--- src/hdl/svp_div.sv ---
// Pipelined restoring divider, one quotient bit per register stage.
module svp_div #(
  parameter int unsigned NUM_W = 52,
  parameter int unsigned DEN_W = 34,
  parameter int unsigned Q_W   = 20,
  parameter int unsigned SB_W  = 17
) (
  input  logic             clk_i,
  input  logic             rst_ni,
  input  logic             en_i,
  input  logic             valid_i,
  input  logic [NUM_W-1:0] num_i,
  input  logic [DEN_W-1:0] den_i,
  input  logic [SB_W-1:0]  sb_i,
  output logic             valid_o,
  output logic [Q_W-1:0]   quo_o,
  output logic [SB_W-1:0]  sb_o
);

  localparam int unsigned CW = (NUM_W > DEN_W + Q_W) ? NUM_W : DEN_W + Q_W;

  logic [Q_W-1:0]   v_q;
  logic [NUM_W-1:0] rem_q [Q_W];
  logic [NUM_W-1:0] rem_d [Q_W];
  logic [DEN_W-1:0] den_q [Q_W];
  logic [DEN_W-1:0] den_d [Q_W];
  logic [Q_W-1:0]   quo_q [Q_W];
  logic [Q_W-1:0]   quo_d [Q_W];
  logic [SB_W-1:0]  sb_q  [Q_W];
  logic [SB_W-1:0]  sb_d  [Q_W];

  // Stage g decides quotient bit Q_W-1-g; the caller guarantees num < den * 2^Q_W.
  always_comb begin
    logic [NUM_W-1:0] rsel;
    logic [DEN_W-1:0] dsel;
    logic [Q_W-1:0]   qsel;
    logic [SB_W-1:0]  ssel;
    logic [CW-1:0]    rin;
    logic [CW-1:0]    sh;
    for (int g = 0; g < Q_W; g++) begin
      if (g == 0) begin
        rsel = num_i;
        dsel = den_i;
        qsel = '0;
        ssel = sb_i;
      end else begin
        rsel = rem_q[g-1];
        dsel = den_q[g-1];
        qsel = quo_q[g-1];
        ssel = sb_q[g-1];
      end
      rin = CW'(rsel);
      sh  = CW'(dsel) << (Q_W - 1 - g);
      if (rin >= sh) begin
        rem_d[g] = NUM_W'(rin - sh);
        quo_d[g] = qsel | (Q_W'(1) << (Q_W - 1 - g));
      end else begin
        rem_d[g] = rsel;
        quo_d[g] = qsel;
      end
      den_d[g] = dsel;
      sb_d[g]  = ssel;
    end
  end

  always_ff @(posedge clk_i or negedge rst_ni) begin
    if (!rst_ni) begin
      v_q <= '0;
    end else if (en_i) begin
      v_q <= {v_q[Q_W-2:0], valid_i};
    end
  end

  always_ff @(posedge clk_i) begin
    if (en_i) begin
      for (int g = 0; g < Q_W; g++) begin
        rem_q[g] <= rem_d[g];
        den_q[g] <= den_d[g];
        quo_q[g] <= quo_d[g];
        sb_q[g]  <= sb_d[g];
      end
    end
  end

  assign valid_o = v_q[Q_W-1];
  assign quo_o   = quo_q[Q_W-1];
  assign sb_o    = sb_q[Q_W-1];

endmodule

--- config.mk ---
export PLATFORM = sky130hd
export DESIGN_NAME = svp_div
export DESIGN_NICKNAME = d
export VERILOG_FILES = /design/src/hdl/svp_div.sv
export SDC_FILE = /design/constraint.sdc
export NUM_CORES = 2
export LEC_CHECK = 0
export BUFFER_PORTS_ARGS = -buffer_cell sky130_fd_sc_hd__buf_2
export CORE_MARGIN = 3
export CORE_UTILIZATION = 64
export CTS_CLUSTER_SIZE = 8
export DETAILED_ROUTE_END_ITERATION = 8
export PLACE_DENSITY = 0.87
export RECOVER_POWER = 25
export SLEW_MARGIN = 0
export SYNTH_ARGS = -nofsm -noshare
export SYNTH_HDL_FRONTEND = slang
export SYNTH_SLANG_ARGS = --single-unit
--- constraint.sdc ---
create_clock -name clk_i -period 4.1 [get_ports clk_i]
set_input_delay 0.82 -clock clk_i [delete_from_list [all_inputs] [get_ports clk_i]]
set_output_delay 0.82 -clock clk_i [all_outputs]
set_load 0.02 [all_outputs]
==> reports/metrics.json <==
{
  "setup_path": {
    "timing.critical_path.from": "rem_q[8][10]",
    "timing.critical_path.to": "rem_q[9][29]",
    "critical_path.max_fanout": 29,
    "reg2reg_to": "rem_q[9][29]",
    "setup.reg_to_reg.worst_slack_ns": -0.006,
    "reg2reg_from": "rem_q[8][10]",
    "critPathRequiredTime_ns": 4.74,
    "rr_worst_depth": 18,
    "crit_arrival_ns": 4.75,
    "worst-setup-path-type": "register to register",
    "critPathCaptureType": "register",
    "critPathLaunchType": "register"
  },
  "status": {
    "violated_checks": "setup timing",
    "run_status": "finished, violations left"
  },
  "clocking": {
    "cts.root.buffer_cell": "sky130_fd_sc_hd__clkbuf_16",
    "clkTransAtPathRegs_ns": 0.05,
    "numCtsBuffers": 326,
    "tritoncts_clock_tree": "done",
    "clk_path_buf_depth": 4,
    "htree_levels": 5,
    "numClockSinks": 2204,
    "clock_latency_ns": 0.97
  },
  "grt": {
    "gr-usage-all-layers": 0.305,
    "busiest_layer": "met2",
    "global_route_met3_usage": 0.0423,
    "grt_pass1_wl_um": 434000,
    "grt_max_degree": 162,
    "grt_met2_usage": 0.585,
    "grtUsageMet1": 0.284,
    "grt_antenna_before_repair": 5,
    "first_global_vias": 82400,
    "gr-total-overflow": 0
  },
  "sta": {
    "max_freq_mhz": 244,
    "finalCriticalPeriod_ns": 4.11,
    "final_setup_violation_count": 1,
    "final.setup_skew_ns": 0.0843,
    "worst_slew_pin_slew_ns": 0.893,
    "maxSlewHeadroom": 0.404,
    "layout_setup_ws_ns": -0.00577,
    "final_hold_viol_count": 0,
    "report.final.slew_viol_count": 0,
    "hold_slack_ns": 0.0677,
    "min_period_over_period": 1.00,
    "setup_total_neg_slack_ns": -0.00577,
    "unrepaired_setup_endpoints_after_global_routing": "yes"
  },
  "final_layout": {
    "fin_util": 0.741,
    "final_cell_mix": "2184 x sky130_fd_sc_hd__edfxtp_1, 855 x sky130_fd_sc_hd__inv_1, 821 x sky130_fd_sc_hd__a21oi_1",
    "final-seq-area_mm2": 0.0661,
    "final_layout_size_suffix_gt1_frac": 0.122,
    "layout.cells.most_common": "sky130_fd_sc_hd__edfxtp_1",
    "syn2layout_area_growth_pct": 14.3,
    "multi_input_comb_area_mm2": 0.0439,
    "filler_cell_count": 10700,
    "stdcell_count": 12700,
    "fin_area_mm2": 0.130,
    "fin_nets": 11100
  },
  "placement": {
    "port-buffer-count": 144,
    "post-place-cells": 12300,
    "worst_slack_at_placement_ns": -0.244,
    "placed_area_mm2": 0.120,
    "place.gp.congestion": 0.972,
    "place_hpwl_um": 191000
  },
  "yosys": {
    "syn-num-nets": 10400,
    "synth-async-reset-ratio": 0.00907,
    "count_of_flip_flops_with_a_built_in_enable_after_synthesis": 2184,
    "synthDistinctLibCells": 103,
    "synthesized_area_mm2": 0.113,
    "ys_seq_elements": 2204,
    "synth-warning-count": 0,
    "syn-instance-count": 9590,
    "synth.avg_cell_area_um2": 11.8,
    "synth_flop_cell": "sky130_fd_sc_hd__edfxtp_1",
    "ys_seq_area_frac": 0.583
  },
  "detailed_routing": {
    "detailroute.via_count": 79200,
    "drc": 0,
    "via_per_inst": 6.23,
    "dr.pass1.iters": 7,
    "detail_route.iter0.violations": 6185,
    "totalWireLength_um": 285000,
    "final_antenna_net_count": 0,
    "wire_per_inst_um": 22.4
  },
  "floorplanning": {
    "dieWidth_um": 427,
    "die-area_mm2": 0.182,
    "ioPinCount": 145,
    "initial_core_util": 0.648,
    "die_height_um": 427,
    "fp.coreArea_mm2": 0.175,
    "num_rows": 153
  },
  "flow_run": {
    "max-cap-violations": 0
  },
  "hold_path": {
    "worstHoldPathType": "primary input to register"
  },
  "power": {
    "power-per-cell-area_mw_per_mm2": 725,
    "finalPower_mw": 94.0,
    "ir_worst_vdd_mv": 0.482,
    "static-leakage-power_nw": 51.8
  }
}
-- worst max-delay path, stage by stage, from the launching register on --
cell and delay (ns):
sky130_fd_sc_hd__edfxtp_1 0.47, sky130_fd_sc_hd__inv_1 0.12, sky130_fd_sc_hd__ha_1 0.19, sky130_fd_sc_hd__inv_1 0.08, sky130_fd_sc_hd__fa_1 0.43, sky130_fd_sc_hd__a21o_1 0.20
sky130_fd_sc_hd__a221oi_1 0.36, sky130_fd_sc_hd__buf_4 0.25, sky130_fd_sc_hd__o21ai_0 0.09, sky130_fd_sc_hd__a31oi_1 0.14, sky130_fd_sc_hd__buf_4 0.16, sky130_fd_sc_hd__o21a_2 0.21
sky130_fd_sc_hd__a21oi_4 0.11, sky130_fd_sc_hd__a31oi_2 0.24, sky130_fd_sc_hd__nand2_2 0.11, sky130_fd_sc_hd__buf_12 0.21, sky130_fd_sc_hd__buf_4 0.19, sky130_fd_sc_hd__nor2_1 0.12
sky130_fd_sc_hd__a21oi_1 0.06
-- power by group --
part	internal, mW	switching (mW)
registers	31.4	2.80
clock network	14.2	9.12
logic	15.6	20.8
total	61.2	32.8
-- final cells by class --
class | count | area share
flip-flops and latches | 2204 | 0.510
well taps | 2325 | 0.0224
clock inverters | 10 | 0.00100
inverters | 859 | 0.0250
repair buffers | 636 | 0.0382
clock buffers | 365 | 0.0650
diodes | 16 | 0.000309
multi-input cells | 6288 | 0.338
-- synth_stat cells (56+ instances only) --
cell type | count | area, um2
sky130_fd_sc_hd__o21a_1 | 84 | 631
sky130_fd_sc_hd__inv_1 | 857 | 3220
sky130_fd_sc_hd__nor3_1 | 117 | 586
sky130_fd_sc_hd__a31oi_1 | 67 | 419
sky130_fd_sc_hd__o21bai_1 | 89 | 668
sky130_fd_sc_hd__a21oi_1 | 834 | 4170
sky130_fd_sc_hd__nand2_1 | 700 | 2630
sky130_fd_sc_hd__o31ai_1 | 56 | 420
sky130_fd_sc_hd__nor2_1 | 568 | 2130
sky130_fd_sc_hd__mux2_2 | 148 | 1670
sky130_fd_sc_hd__edfxtp_1 | 2184 | 65600
sky130_fd_sc_hd__nor2b_1 | 101 | 632
sky130_fd_sc_hd__nand2b_1 | 91 | 569
sky130_fd_sc_hd__nand3_1 | 138 | 691
sky130_fd_sc_hd__and3_1 | 56 | 350
sky130_fd_sc_hd__nor4_1 | 73 | 457
sky130_fd_sc_hd__xnor2_1 | 408 | 3570
sky130_fd_sc_hd__xor2_1 | 297 | 2600
sky130_fd_sc_hd__a21o_1 | 400 | 3000
sky130_fd_sc_hd__o21ai_0 | 587 | 2940
sky130_fd_sc_hd__clkbuf_1 | 190 | 713
sky130_fd_sc_hd__nand4_1 | 147 | 920
sky130_fd_sc_hd__ha_1 | 679 | 8500
-- routing by layer --
| layer | vias up | wire, um |
|---|---|---|
| li1 | 36800 | - |
| met1 | 37900 | 91100 |
| met2 | 3351 | 154000 |
| met3 | 1204 | 13200 |
| met4 | 0 | 26500 |
| met5 | - | 0 |
-- worst min path at each step --
stage | to | from | cells past startpoint | slack [ns]
6_report | rem_q[0][7] | num_i[7] | 1 | 0.07
5_1_grt | rem_q[0][7] | num_i[7] | 1 | 0.04
4_1_cts | rem_q[0][3] | num_i[3] | 1 | 0.0001
3_5_place_dp | quo_q[0][78] | quo_q[0][58] | 0 | 0.40
3_3_place_gp | sb_q[3][23] | sb_q[3][6] | 0 | 0.40
2_1_floorplan | quo_q[0][39] | quo_q[0][19] | 0 | 0.40
-- registers in the layout, indices dropped and copies added, names as in the netlist --
register / cells
v_q: 20
rem_q: 988
sb_q: 340
quo_q: 210
den_q: 646
-- logic make-up (layout without fill, tap and decap cells) --
logic type / Yosys count / count (layout) / synth area share
compound gates: 2474 / 2474 / 0.135
xor+xnor: 705 / 705 / 0.0545
fa+ha+maj: 698 / 698 / 0.0783
buf+inv: 1098 / 1870 / 0.0368
flops: 2204 / 2204 / 0.583
mux: 155 / 155 / 0.0153
other cells: 0 / 16 / 0
simple gates: 2256 / 2256 / 0.0971
-- what timing repair did --
| action | in CTS | in global routing |
|---|---|---|
| setup endpoints to repair | 68 | 253 |
| hold buffers | 8 | 0 |
| hold endpoints to repair | 27 | 0 |
| resized for setup | 40 | 94 |
| cloned | 0 | 4 |
| pin swaps | 10 | 42 |
| buffers inserted | 5 | 24 |
(Power assumes the default switching activity.)
